**src/rtl/ghpf_pkg.sv**
```systemverilog
`timescale 1ns / 1ps
`default_nettype none
// ----------------------------------------------------------------------------
// ghpf_pkg
// Shared constants, codes and controller/datapath interface types for the
// 5x5 Gaussian high-pass pixel filter.
// ----------------------------------------------------------------------------
package ghpf_pkg;

  localparam int MaxWidth     = 1024;
  localparam int ColW         = $clog2(MaxWidth);          // column index bits
  localparam int WidthW       = ColW + 1;                  // image width bits
  localparam int StoreRows    = 7;
  localparam int RowW         = 3;
  localparam int StoreDepth   = StoreRows * MaxWidth;
  localparam int AddrW        = $clog2(StoreDepth);
  localparam int TapSpan      = 5;
  localparam int TapW         = 3;
  localparam int CoefW        = 17;
  localparam int CoefFracBits = 16;
  localparam int NumCoef      = 6;
  localparam int SelW         = 3;
  localparam int PendW        = WidthW + 1;                // holds up to 2W+3
  localparam int ProdW        = CoefW + 8;
  localparam int AccW         = ProdW + 5;                 // 25 taps
  localparam int BlurW        = AccW - CoefFracBits;
  localparam int DivW         = 22;                        // |t| magnitude bits
  localparam int RecipW       = 23;
  localparam int Recip        = 4210753;                   // ceil(2^30 / 255)
  localparam int RecipShift   = 30;
  localparam int Divisor      = 255;
  localparam int Offset       = 32385;
  localparam int CfgIdxW      = 3;
  localparam int CfgDataW     = CoefW;

  typedef enum logic [CfgIdxW-1:0] {
    CFG_IMAGE_WIDTH   = 3'd0,
    CFG_CHANNEL_COUNT = 3'd1,
    CFG_COEF_DIST0    = 3'd2,
    CFG_COEF_DIST1    = 3'd3,
    CFG_COEF_DIST2    = 3'd4,
    CFG_COEF_DIST4    = 3'd5,
    CFG_COEF_DIST5    = 3'd6,
    CFG_COEF_DIST8    = 3'd7
  } cfg_idx_e;

  typedef struct packed {
    logic accept;
    logic write;
    logic clear;
    logic tap_issue;
    logic div_load;
    logic div_step;
    logic result_put;
  } ghpf_cmd_t;

  typedef struct packed {
    logic draining;
    logic flush;
    logic pend_zero;
    logic pixel_emit;
    logic tap_last;
    logic pipe_busy;
    logic out_free;
  } ghpf_status_t;

  // Coefficient class of a tap from its window position (0..4 each way).
  function automatic logic [SelW-1:0] coef_sel(input logic [TapW-1:0] ty,
                                               input logic [TapW-1:0] tx);
    logic [1:0] ay;
    logic [1:0] ax;
    logic [SelW-1:0] sel;
    ay = (ty >= 3'd2) ? 2'(ty - 3'd2) : 2'(3'd2 - ty);
    ax = (tx >= 3'd2) ? 2'(tx - 3'd2) : 2'(3'd2 - tx);
    unique case ({ay, ax})
      4'b0000:                   sel = 3'd0;
      4'b0001, 4'b0100:          sel = 3'd1;
      4'b0101:                   sel = 3'd2;
      4'b0010, 4'b1000:          sel = 3'd3;
      4'b0110, 4'b1001:          sel = 3'd4;
      4'b1010:                   sel = 3'd5;
      default:                   sel = 3'd0;
    endcase
    return sel;
  endfunction

endpackage
`default_nettype wire

```
**src/rtl/ghpf_ctrl.sv**
```systemverilog
`timescale 1ns / 1ps
`default_nettype none
// ----------------------------------------------------------------------------
// ghpf_ctrl
// Sequencer: accepts one item, updates the line store and, for a result, walks
// the 25 window taps, runs the divider and hands it to the output register.
// ----------------------------------------------------------------------------
module ghpf_ctrl (
  input  wire                   clk_i,
  input  wire                   rst_ni,
  input  wire                   in_valid_i,
  output logic                  in_ready_o,
  input  ghpf_pkg::ghpf_status_t status_i,
  output ghpf_pkg::ghpf_cmd_t    cmd_o
);
  import ghpf_pkg::*;

  typedef enum logic [6:0] {
    ST_IDLE  = 7'b0000001,
    ST_EVAL  = 7'b0000010,
    ST_TAP   = 7'b0000100,
    ST_TAIL  = 7'b0001000,
    ST_DIVLD = 7'b0010000,
    ST_DIV   = 7'b0100000,
    ST_PUT   = 7'b1000000
  } state_e;

  state_e state_q, state_d;

  always_comb begin
    state_d    = state_q;
    cmd_o      = '0;
    in_ready_o = 1'b0;
    unique case (state_q)
      ST_IDLE: begin
        in_ready_o = 1'b1;
        if (in_valid_i) begin
          cmd_o.accept = 1'b1;
          state_d      = ST_EVAL;
        end
      end
      ST_EVAL: begin
        if (status_i.draining) begin
          if (status_i.pend_zero) begin
            cmd_o.clear = 1'b1;
            state_d     = ST_IDLE;
          end else begin
            state_d = ST_TAP;
          end
        end else if (status_i.flush) begin
          state_d = ST_IDLE;
        end else begin
          cmd_o.write = 1'b1;
          state_d     = status_i.pixel_emit ? ST_TAP : ST_IDLE;
        end
      end
      ST_TAP: begin
        cmd_o.tap_issue = 1'b1;
        if (status_i.tap_last) state_d = ST_TAIL;
      end
      ST_TAIL: begin
        if (!status_i.pipe_busy) state_d = ST_DIVLD;
      end
      ST_DIVLD: begin
        cmd_o.div_load = 1'b1;
        state_d        = ST_DIV;
      end
      ST_DIV: begin
        cmd_o.div_step = 1'b1;
        state_d        = ST_PUT;
      end
      ST_PUT: begin
        if (status_i.out_free) begin
          cmd_o.result_put = 1'b1;
          state_d          = ST_IDLE;
        end
      end
      default: state_d = ST_IDLE;
    endcase
  end

  always_ff @(posedge clk_i or negedge rst_ni) begin
    if (!rst_ni) begin
      state_q <= ST_IDLE;
    end else begin
      state_q <= state_d;
    end
  end

  // The divider must never be loaded while products are still in flight.
  assert property (@(posedge clk_i) disable iff (!rst_ni)
    (state_q == ST_DIVLD) |-> !status_i.pipe_busy)
    else $error("divider loaded while tap pipeline busy");

  assert property (@(posedge clk_i) disable iff (!rst_ni)
    cmd_o.accept |=> (state_q == ST_EVAL))
    else $error("accepted item not evaluated");

  assert property (@(posedge clk_i) disable iff (!rst_ni)
    (cmd_o.write || cmd_o.clear) |-> (state_q == ST_EVAL))
    else $error("store update outside evaluation");

endmodule
`default_nettype wire

```
**config.mk**
```make
export PLATFORM = sky130hd
export DESIGN_NAME = ghpf_ctrl
export DESIGN_NICKNAME = d
export VERILOG_FILES = /design/src/rtl/ghpf_pkg.sv /design/src/rtl/ghpf_ctrl.sv
export SDC_FILE = /design/constraint.sdc
export NUM_CORES = 1
export LEC_CHECK = 0
export ABC_AREA = 1
export BUFFER_PORTS_ARGS = -buffer_cell sky130_fd_sc_hd__buf_2
export CAP_MARGIN = 30
export CORE_AREA = 2 2 39 41
export CTS_CLUSTER_DIAMETER = 50
export DETAILED_ROUTE_END_ITERATION = 8
export DIE_AREA = 0 0 41 43
export MAX_ROUTING_LAYER = met4
export PLACE_DENSITY = 0.58
export SLEW_MARGIN = 20
export SYNTH_ARGS = -nofsm -noshare
export SYNTH_HDL_FRONTEND = slang
export SYNTH_SLANG_ARGS = --single-unit
```
**constraint.sdc**
```tcl
create_clock -name clk_i -period 2.6 [get_ports clk_i]
set_input_delay 0.52 -clock clk_i [delete_from_list [all_inputs] [get_ports clk_i]]
set_output_delay 0.52 -clock clk_i [all_outputs]
set_load 0.01 [all_outputs]
```
## After elaboration in Yosys (flattened, before gate mapping)

Index checks and enable logic that the tools add are counted.

| word-level totals | value |
|---|---|
| flip-flop bits (word level) | 7 |
| bits of input ports | 10 |
| output and inout port bits | 8 |
| logic and storage cells | 35 |

| operators by class | value |
|---|---|
| equal/unequal tests | 11 |
| mux-type cells | 22 |
| reduce and logical (&&, ||, !) cells | 1 |

Operator list:

| cell | count |
|---|---|
| $pmux W7 S7 | 1 |
| $mux W7 | 5 |
| $mux W1 | 12 |
| $mux W3 | 3 |
| $ne A2 B2 Y1 const B | 4 |
| $eq A7 B1 Y1 const B | 1 |
| $eq A7 B2 Y1 const B | 1 |
| $eq A7 B3 Y1 const B | 1 |
| $eq A7 B4 Y1 const B | 1 |
| $eq A7 B5 Y1 const B | 1 |
| $eq A7 B6 Y1 const B | 1 |
| $eq A7 B7 Y1 const B | 1 |
| $reduce_and A4 Y1 | 1 |
| $mux W2 | 1 |

## Longest topological paths before layout

Gate-level depths: netlist of run 1.

| logic depth | value |
|---|---|
| word-level depth | 4 |
| gate-level depth with buffers | 8 |
| depth with buffers taken out | 8 |

## Worst setup path after synthesis of run 1

OpenSTA, ideal clock, no wires.

| path | value |
|---|---|
| kind | register to output |
| start | reg state_q[2] |
| end | out cmd_o[0] (netlist name) |
| arrival time | 1.024 ns |
| required time | 2.080 ns |
| path slack | 1.056 ns |
| stages on the path, launching flop included | 4 |
| path buffers | 0 |
| cell sequence | dfrtp_1 > nor2_1 > nand3_1 > nor4_1 |

RTL lines:

| element | line | source |
|---|---|---|
| start, declared | ghpf_ctrl.sv:28 | `state_e state_q, state_d;` |
| start signal, assigned | ghpf_ctrl.sv:86 | `state_q <= state_d;` |
| end, declared | ghpf_ctrl.sv:14 | `output ghpf_pkg::ghpf_cmd_t cmd_o` |

==> results.md, run 1 <==
- Registers with the most flip-flops: state_q (7)
- Die outline height: between 40 and 50 um
- Sequential fraction of the synthesis area: 38.32%
- Count leader, synth: sky130_fd_sc_hd__nor2_1
- Detailed placement HPWL: 834.1 um
- Top fanout value on the critical path: 6
- Number of enable flip-flop cells after synthesis: 0
- Total number of clock tree sinks: 7
- Starting density of the core: 33.27%
- Fraction of layout instances using a drive strength above 1: 29.67%
- Most common flop cell mapped by yosys: sky130_fd_sc_hd__dfrtp_1
- Iteration-0 DRC count of the detailed router: 5
- Cell taking the most area after synthesis: sky130_fd_sc_hd__dfrtp_1
- Endpoints failing setup: 0
- Initial antenna violation count: 0
- Register with the highest flop count: state_q
- # resized after CTS: 0
- Number of port buffers: 17
- Num CTS Buffers: 3
- Cell at the root of the clock tree: sky130_fd_sc_hd__clkbuf_4
- VDD IR-drop max: 0.3676 mV
- Number of global-route vias before repair: 448
- Setup crit start: state_q[2]
- Post-Synthesis Cells: 70
- Std cell rows: 14
- Mean cell area of the mapped netlist: ~6.6 um2
- Setup bufs post-CTS: 0
- Hold violation count in the final report: 0
- Maximum number of pins on one net before global-route repair: 8
- Die area: 0.001763 mm2
- Unique masters post-synth: 17
- Total power divided by cell area: 743.0 mW/mm2
- Routability congestion estimate from global placement: 0.7958
- Yosys synthesis warning count: 0
- MaxCap Viol Count: 0
- Clock transition at the registers of the reported paths: 0.05 ns
- Type of element capturing the critical path: output port
- Wire length of the first global-routing pass: around 1600 um
- Final design area excluding fillers: 591.8 um2
- Critical Path Source Type: register
- Placed cell areas: between 500 and 600 um2
- Post-synth top cells: sky130_fd_sc_hd__nor2_1 (15), sky130_fd_sc_hd__nand2_1 (14), sky130_fd_sc_hd__inv_1 (11), sky130_fd_sc_hd__nand3_1 (10), sky130_fd_sc_hd__dfrtp_1 (6)
- Final number of max-transition violations: 0
- Fin Setup TNS: 0 ns
- Mapped Area: 460.4 um2
- Total iterations of the first detailed-routing run: 4
- Critical setup path kind: reg2out
- Static leakage power: 0.3541 nW
- Ratio of final minimum period to clock period: 73.18%
- Count of H-tree levels built during CTS: 1
- Total inserted antenna cells: 0
- Yosys top cell area share: between 30% and 40%
- # nets final: 102
- Post-detailed-route DRC marker count: 0
- Combined area of the multi-input logic cells: 235.2 um2
- GRT Residual Overflow: 0
- Register area: 176.4 um2
- Clock Tree Buf Depth: 2
- Total GRT Usage: ~15%
- TritonCTS clock tree: built
- Critical Path AT: 1.38 ns
- Worst flop-to-flop path startpoint: state_q[0]
- Outcome: finished, final reports clean
- Fraction of synthesis flops using an asynchronous set or reset pin: 100.0%
- Final wirelength: between 900 and 1000 um
- Min Tclk post-route: 1.903 ns
- Hold buffers post-CTS: 0
- Routed via count divided by cell count: 4.542
- Number of nets produced by synthesis: 80
- Utilization of the core after routing: 42.77%
- Critical Path RT: 2.08 ns
- Maximum clock frequency: 525.6 MHz
- Synth top area cells: sky130_fd_sc_hd__dfrtp_1 (33%), sky130_fd_sc_hd__nor2_1 (12%), sky130_fd_sc_hd__nand2_1 (11%)
- P&R area growth vs syn: 28.53%
- Relative slew slack: 83.80%
- Seq cells post-synth: 7
- Die boundary width: 41 um
- Number of top-level pins: 18
- Total core area: 0.001384 mm2
- Count of vias placed by the detailed router: 486
- RSZ-0062 raised after global routing: no
- Flip-flop count of the largest register after layout: 7
- Hold Path Class: in2async
- Number of routed nets with antenna violations: 0
- Clock insertion delay at the later pin of the skew report: 0.24 ns
- Slew at the pin closest to its max-slew limit: 0.2407 ns
- Final worst clock skew: 0.001809 ns
- Fillcell total: 164
- Routed length per instance: 8.841 um
==> cells in the final DEF (no fill, tap or decap), types with 2 or more instances in the layout <==
cell type,instances
sky130_fd_sc_hd__buf_2,17
sky130_fd_sc_hd__inv_2,2
sky130_fd_sc_hd__nor3_1,2
sky130_fd_sc_hd__dfrtp_1,6
sky130_fd_sc_hd__nand2_1,14
sky130_fd_sc_hd__nor2_1,15
sky130_fd_sc_hd__clkbuf_4,3
sky130_fd_sc_hd__inv_1,11
sky130_fd_sc_hd__nand3_1,10
==> worst max-delay path, cell delays in order, from the launching register on <==
cell	delay (ns)
sky130_fd_sc_hd__dfrtp_1	0.39
sky130_fd_sc_hd__nor2_1	0.14
sky130_fd_sc_hd__nand3_1	0.20
sky130_fd_sc_hd__nor4_1	0.23
sky130_fd_sc_hd__buf_2	0.18
==> stage by stage <==
step                      hold WS, ns  power (W)  setup slack, ns  cells
final                         0.09349  0.0004397           0.6973    107
after global routing          0.09969  0.0004814           0.5514    107
after CTS                     0.09453  0.0004453           0.6896    107
after detailed placement       0.3571  0.0003490           0.9534    103
after global placement         0.3587  0.0003458           0.9815    103
after floorplan                0.2244  0.0002930            1.056     70
==> logic make-up (layout without fill, tap and decap cells) <==
family | Yosys count | count (layout) | share of synthesized area (%)
and+or+nand+nor | 47 | 47 | 47.29
buffers and inverters | 13 | 34 | 10.60
DFF | 7 | 7 | 38.32
AOI/OAI and AO/OA | 3 | 3 | 3.803
==> area by class of cell <==
cell class                      instances  area share (%)
Multi-Input combinational cell         50           39.75
Sequential cell                         7           29.81
Timing Repair Buffer                   17           14.38
Inverter                               13           8.245
Clock buffer                            4           4.440
Tap cell                               16           3.383
==> path summary, 6_finish.rpt <==
kind / slack (ns) / cells after the start / to
max in group asynchronous: 2.28 / 1 / state_q[0]
hold reg to reg: 0.62 / 3 / state_q[0]
setup / recovery: 0.70 / 4 / cmd_o[0]
min in group clk_i: 0.53 / 3 / state_q[1]
hold / removal: 0.09 / 1 / state_q[4]
setup reg to reg: 1.35 / 8 / state_q[0]
==> power breakdown <==
group | internal, W | switching [W]
Clock | 0.0000583 | 0.0000355
Sequential | 0.000135 | 0.0000100
Combinational | 0.0000699 | 0.000131
==> routing by layer <==
| metal | global-route usage, % | up-vias | share of wire, % |
|---|---|---|---|
| met5 | - | - | 0 |
| met4 | 10.00 | 0 | 0 |
| met3 | 3.141 | 0 | 5.7 |
| met2 | 20.94 | 19 | 51 |
| met1 | 17.39 | 206 | 44 |
| li1 | - | 261 | - |
Power figures use the tool's default switching activity.
==> run 2, diff against run 1 <==
ABC_AREA = 0   (was 1)
PLACE_DENSITY = 0.61   (was 0.58)
clock period = 1.83 ns   (was 2.6 ns; I/O delays follow)
==> results.md, run 2 <==
- Critical path cell sequence: nor4_4 > buf_4 > and3_1 > buf_2
- Post-Synthesis Cells: 55 (-21%)
- Number of enable flip-flop cells after synthesis: 0 (unchanged)
- Fraction of synthesis flops using an asynchronous set or reset pin: 100.0% (unchanged)
- # placed instances: 88 (-15%)
- Cell taking the most area after synthesis: sky130_fd_sc_hd__dfrtp_1
- Maximum number of pins on one net before global-route repair: 9 (+1)
- Endpoints failing setup: 2 (+2)
- Critical setup path kind: reg2out
- Slew at the pin closest to its max-slew limit: 0.2946 ns (+0.05393 ns)
- Die outline height: 43 um (unchanged)
- Clock insertion delay at the later pin of the skew report: 0.25 ns (about the same)
- VDD IR-drop max: 0.4994 mV (+36%)
- Number of non-filler instances in the completed layout: 102 (-4.7%)
- Registers with the most flip-flops: state_q (7)
- Critical Path AT: 1.48 ns (+0.10 ns)
- Reg-to-reg critical path endpoint: state_q[0]
- Number of top-level pins: 18 (unchanged)
- Met2 Wirelength: 581 um (+21%)
- PnR Total Power: 0.0008124 W (+85%)
- Top fanout value on the critical path: 5 (-1)
- Hold Path Class: in2reg
- Seq cells post-synth: 7 (unchanged)
- Minimum setup slack in the final design: -0.01805 ns (-0.7154 ns)
- Violations in the final reports: negative setup slack
- Number of global-route vias before repair: 450 (+0.45%)
- Count leader, synth: sky130_fd_sc_hd__nor2_1
- TritonCTS clock tree: built
- Post-synth top cells: sky130_fd_sc_hd__nor2_1 (7), sky130_fd_sc_hd__dfrtp_1 (6), sky130_fd_sc_hd__nand2_1 (4)
- Cell class contributing the biggest share of worst-path delay: simple AND/OR/NAND/NOR gates
- Most common flop cell mapped by yosys: sky130_fd_sc_hd__dfrtp_1
- Total core area: 0.001384 mm2 (unchanged)
- Iteration-0 DRC count of the detailed router: 4 (-1)
- Maximum clock frequency: 541.1 MHz
- Static leakage power: 0.3818 nW (+7.8%)
- Uppermost signal routing layer after detailed routing: met4
- Fraction of layout instances using a drive strength above 1: 55.81% (+26 points)
- RSZ-0062 raised after global routing: yes
- Ratio of final minimum period to clock period: 101.0%
- Post-detailed-route DRC marker count: 0 (unchanged)
- Final number of max-transition violations: 0 (unchanged)
- Number of nets produced by synthesis: 65 (-19%)
- Die boundary width: 41 um (unchanged)
- Peak per-stage delay on the critical path: 0.46 ns (+0.07 ns)
- Final design area excluding fillers: 750.7 um2 (+27%)
- Final Hold Slack: 0.2858 ns (+0.1923 ns)
- Std cell rows: 14 (unchanged)
- Total GRT Usage: 14.55% (-0.030 points)
- Clock transition at the registers of the reported paths: 0.05 ns (about the same)
- Min Tclk post-route: 1.848 ns
- Final worst clock skew: 0.005542 ns (+0.003733 ns)
- CP bufs+invs: 2 (+1)
- Clock Tree Buf Depth: 2 (unchanged)
- Critical Path Source Type: register
- Fillcell total: 139 (-15%)
- Met3 layer wire length in the routed design: 62 um (+15%)
- Routed via count divided by cell count: 5.118 (+13%)
- Routed metal-1 wirelength: 443 um (+7.5%)
- Most frequent standard cell in the layout excluding fill and tap cells: sky130_fd_sc_hd__buf_2
- Total inserted antenna cells: 0 (unchanged)
- Total power divided by cell area: 1082 mW/mm2 (+46%)
- Worst flop-to-flop path startpoint: state_q[3]
- Number of port buffers: 17 (unchanged)
- Critical path destination: cmd_o[2]
- MaxCap Viol Count: 0 (unchanged)
- Outcome: finished with violations
- Unique masters post-synth: 28 (+11)
- Placement-stage worst setup slack: 0.1634 ns (-0.7900 ns)
- Routed length per instance: 10.80 um (+22%)
- Count of vias placed by the detailed router: 522 (+7.4%)
- Synth top area cells: sky130_fd_sc_hd__dfrtp_1 (30%), sky130_fd_sc_hd__dfstp_2 (5.3%), sky130_fd_sc_hd__nor2_1 (5.3%)
- GRT Residual Overflow: 0 (unchanged)
- Yosys top cell area share: 30.15% (-2.5 points)
- Logic depth of the worst path, buffers included: 4 (unchanged)
- Count of H-tree levels built during CTS: 1 (unchanged)
- Mapped Area: 498.0 um2 (+8.2%)
- Cell at the root of the clock tree: sky130_fd_sc_hd__clkbuf_4
- Sequential fraction of the synthesis area: 35.43% (-2.9 points)
- Yosys synthesis warning count: 0 (unchanged)
- Total number of clock tree sinks: 7 (unchanged)
- Initial antenna violation count: 0 (unchanged)
- Type of element capturing the critical path: output port
- Starting density of the core: 35.99% (+2.7 points)
- Relative slew slack: 80.21% (-3.6 points)
- Mean cell area of the mapped netlist: 9.054 um2 (+38%)
- Routability congestion estimate from global placement: 0.7561 (-5.0%)
- Number of routed nets with antenna violations: 0 (unchanged)
- Detailed placement HPWL: 799.2 um (-4.2%)
- Register with the highest flop count: state_q
- Total iterations of the first detailed-routing run: 2 (-2)
- Wire length of the first global-routing pass: 1752 um (+7.2%)
- Flip-flop count of the largest register after layout: 7 (unchanged)
- Num CTS Buffers: 3 (unchanged)
- Placed cell areas: 605.6 um2 (+7.1%)
- Critical-path cell with the highest stage delay: sky130_fd_sc_hd__dfrtp_2
- # nets final: 97 (-4.9%)
- P&R area growth vs syn: 50.75%
- Hold violation count in the final report: 0 (unchanged)
- Commonest non-fill, non-tap cells in the layout: sky130_fd_sc_hd__buf_2 (17), sky130_fd_sc_hd__buf_4 (10), sky130_fd_sc_hd__nor2_1 (6)
- Final wirelength: 1102 um (+16%)
- R2R cell count: 7 (-1)
- Die area: 0.001763 mm2 (unchanged)
- Setup crit start: state_q[6]
- Register-to-register setup slack: 0.20 ns (-1.15 ns)
- Critical Path RT: 1.46 ns (-0.62 ns)
[run 2: where the power goes]
part	switching [W]	total [W]	internal [W]
Clock	0.0000572	0.000140	0.0000832
Sequential	0.0000465	0.000238	0.000192
Combinational	0.000199	0.000434	0.000235
Total	0.000302	0.000812	0.000510
[run 2: cell type report]
type	count	area, um2	area share [%]
Timing Repair Buffer	29	181.4	24.17
Sequential cell	7	180.2	24.00
Tap cell	16	20.02	2.667
Inverter	2	7.507	1.000
Multi-Input combinational cell	44	335.3	44.67
Clock buffer	4	26.28	3.500
[run 2: cell families (layout without fill, tap and decap cells)]
family | after synthesis | count (layout) | synth area share (%)
simple gates | 34 | 34 | 44.97
compound gates | 9 | 9 | 13.82
flops | 7 | 7 | 35.43
buf+inv | 4 | 35 | 4.018
xor+xnor | 1 | 1 | 1.759
[run 2: through the flow]
step	utilization [%]	TNS (ns)
after floorplan	-	0
after global routing	54.25	-0.5555
after detailed placement	43.76	0
after CTS	51.18	-0.05621
after global placement	43.76	0
final	54.25	-0.03425
[run 2: worst min-delay path by stage]
| stage | from | to | slack (ns) | cells past startpoint |
|---|---|---|---|---|
| after detailed placement | rst_ni | state_q[4] | 0.21 | 1 |
| final | status_i[1] | state_q[4] | 0.29 | 2 |
| after CTS | status_i[1] | state_q[4] | 0.29 | 2 |
| after floorplan | rst_ni | state_q[1] | 0.07 | 0 |
| after global routing | status_i[1] | state_q[4] | 0.28 | 2 |
| after global placement | rst_ni | state_q[4] | 0.21 | 1 |
[run 2: timing repair]
action	in CTS	in global routing
pin swaps	6	3
setup buffers	6	3
endpoints found under the setup margin	6	7
hold buffers	1	0
hold endpoints to repair	6	0
resized for setup	6	5
[run 2: routing by layer]
metal,global-route usage [%],vias to the layer above
met4,6.000,0
met1,17.94,244
met5,-,-
li1,-,262
met3,1.571,2
met2,23.13,14
==> run 3, diff against run 2 <==
PLACE_DENSITY = 0.63   (was 0.61)
clock period = 1.7 ns   (was 1.83 ns; I/O delays follow)
==> results.md, run 3 (synthesis results as in run 2) <==
- Number of routed nets with antenna violations: 0 (unchanged)
- Most frequent standard cell in the layout excluding fill and tap cells: sky130_fd_sc_hd__buf_4
- Placement-stage worst setup slack: 0.01006 ns (-0.1533 ns)
- Maximum number of pins on one net before global-route repair: 9 (unchanged)
- Setup crit start: state_q[6]
- Reg-to-reg critical path endpoint: state_q[0]
- Register-to-register setup slack: -0.11 ns (-0.31 ns)
- Worst flop-to-flop path startpoint: state_q[6]
- Final wirelength: 1417 um (+29%)
- Die boundary width: 41 um (unchanged)
- Total GRT Usage: 19.61% (+5.1 points)
- Routability congestion estimate from global placement: 0.7302 (-3.4%)
- Total core area: 0.001384 mm2 (unchanged)
- Hold violation count in the final report: 0 (unchanged)
- Static leakage power: 0.4338 nW (+14%)
- Flip-flop count of the largest register after layout: 7 (unchanged)
- Ratio of final minimum period to clock period: 109.6%
- Min Tclk post-route: ~1.9 ns
- # nets final: 107 (+10%)
- Clock insertion delay at the later pin of the skew report: 0.26 ns (about the same)
- TritonCTS clock tree: built
- Wire length of the first global-routing pass: 2283 um (+30%)
- Count of H-tree levels built during CTS: 1 (unchanged)
- Num CTS Buffers: 3 (unchanged)
- Clock Tree Buf Depth: 2 (unchanged)
- Total iterations of the first detailed-routing run: 4 (+2)
- Total power divided by cell area: 1273 mW/mm2 (+18%)
- Iteration-0 DRC count of the detailed router: 3 (-1)
- Minimum setup slack in the final design: -0.1633 ns (-0.1452 ns)
- Initial antenna violation count: 0 (unchanged)
- R2R cell count: 8 (+1)
- Number of global-route vias before repair: 526 (+17%)
- Routed length per instance: 12.65 um (+17%)
- Outcome: finished with violations
- VDD IR-drop max: 0.6474 mV (+30%)
- Registers with the most flip-flops: state_q (7)
- Cell at the root of the clock tree: sky130_fd_sc_hd__clkbuf_4
- Critical Path Source Type: register
- Endpoints failing setup: 10 (+8)
- Routed via count divided by cell count: 5.134 (+0.32%)
- Starting density of the core: 35.99% (unchanged)
- Critical setup path kind: reg2out
- Std cell rows: 14 (unchanged)
- Clock transition at the registers of the reported paths: 0.05 ns (about the same)
- Number of port buffers: 17 (unchanged)
- Commonest non-fill, non-tap cells in the layout: sky130_fd_sc_hd__buf_4 (17), sky130_fd_sc_hd__buf_2 (14), sky130_fd_sc_hd__buf_6 (7)
- Slew at the pin closest to its max-slew limit: 0.3327 ns (+0.03810 ns)
- Critical path destination: cmd_o[5]
- Hold Path Class: in2reg
- Register with the highest flop count: state_q
- Fraction of layout instances using a drive strength above 1: 64.58% (+8.8 points)
- PnR Total Power: 0.001102 W (+36%)
- Relative slew slack: 77.65% (-2.6 points)
- Top fanout value on the critical path: 4 (-1)
- MaxCap Viol Count: 0 (unchanged)
- Post-detailed-route DRC marker count: 0 (unchanged)
- Hold path depth: 2 (unchanged)
- Number of top-level pins: 18 (unchanged)
- Count of vias placed by the detailed router: 575 (+10%)
- P&R area growth vs syn: 73.87%
- Die outline height: 43 um (unchanged)
- Critical Path AT: 1.52 ns (+0.04 ns)
- Final number of max-transition violations: 0 (unchanged)
- Type of element capturing the critical path: output port
- Detailed placement HPWL: 922.6 um (+15%)
- Total number of clock tree sinks: 7 (unchanged)
- Die area: 0.001763 mm2 (unchanged)
- Critical Path RT: 1.36 ns (-0.10 ns)
- GRT Residual Overflow: 0 (unchanged)
- Total inserted antenna cells: 0 (unchanged)
- Maximum clock frequency: 536.7 MHz
- RSZ-0062 raised after global routing: yes
- Final worst clock skew: 0.005931 ns (+0.0003888 ns)
- Violations in the final reports: negative setup slack
## run 3: timing repair
item / CTS / global route
setup endpoints to repair: 8 / 12
pin swaps: 9 / 8
hold buffers: 1 / 0
resized for setup: 7 / 14
buffers inserted: 10 / 9
hold endpoints to repair: 6 / 0
## run 3: per-layer routing
metal | up-vias | wire length, um | part of all wire [%] | track usage, %
met5 | - | 0 | 0 | -
met4 | 0 | 24 | 1.7 | 8.000
met3 | 3 | 68 | 4.8 | 3.141
met2 | 17 | 750 | 53 | 30.94
met1 | 276 | 574 | 41 | 23.76
li1 | 279 | - | - | -
## run 3: how the worst min path moves through the flow
stage / end / from
floorplan: state_q[1] / rst_ni
global placement: state_q[2] / rst_ni
detailed placement: state_q[2] / rst_ni
CTS: state_q[4] / status_i[1]
global route: state_q[4] / status_i[1]
finish: state_q[4] / status_i[1]
## run 3: where the power goes
part | leakage (nW) | total [W] | switching [W] | internal [W]
Clock | 0.0150 | 0.000160 | 0.0000698 | 0.0000901
Combinational | 0.330 | 0.000678 | 0.000267 | 0.000411
Sequential | 0.0886 | 0.000264 | 0.0000562 | 0.000207
## run 3: stage by stage
step	area, um2	util (%)	setup TNS, ns	cells	hold slack (ns)
2_1_floorplan	498.0	-	0	55	0.04441
3_3_place_gp	628.1	45.39	0	91	0.1858
3_5_place_dp	628.1	45.39	0	91	0.1867
4_1_cts	768.2	55.52	-0.5308	106	0.2613
5_1_grt	865.8	62.57	-1.606	112	0.2591
6_report	865.8	62.57	-0.9114	112	0.2568
## run 3: cell type report
cell class,count,area (um2)
multi-input combinational,44,345.3
sequential,7,180.2
clock buffer,4,26.28
tap,16,20.02
inverter,2,7.507
fill,136,518.0
timing repair buffer,39,286.5
## run 3: worst max-delay path: stages (launching register included)
cell and delay, ns:
sky130_fd_sc_hd__dfrtp_2 0.45, sky130_fd_sc_hd__nor4_4 0.39, sky130_fd_sc_hd__nand3_2 0.16, sky130_fd_sc_hd__nor3_2 0.12, sky130_fd_sc_hd__buf_2 0.15
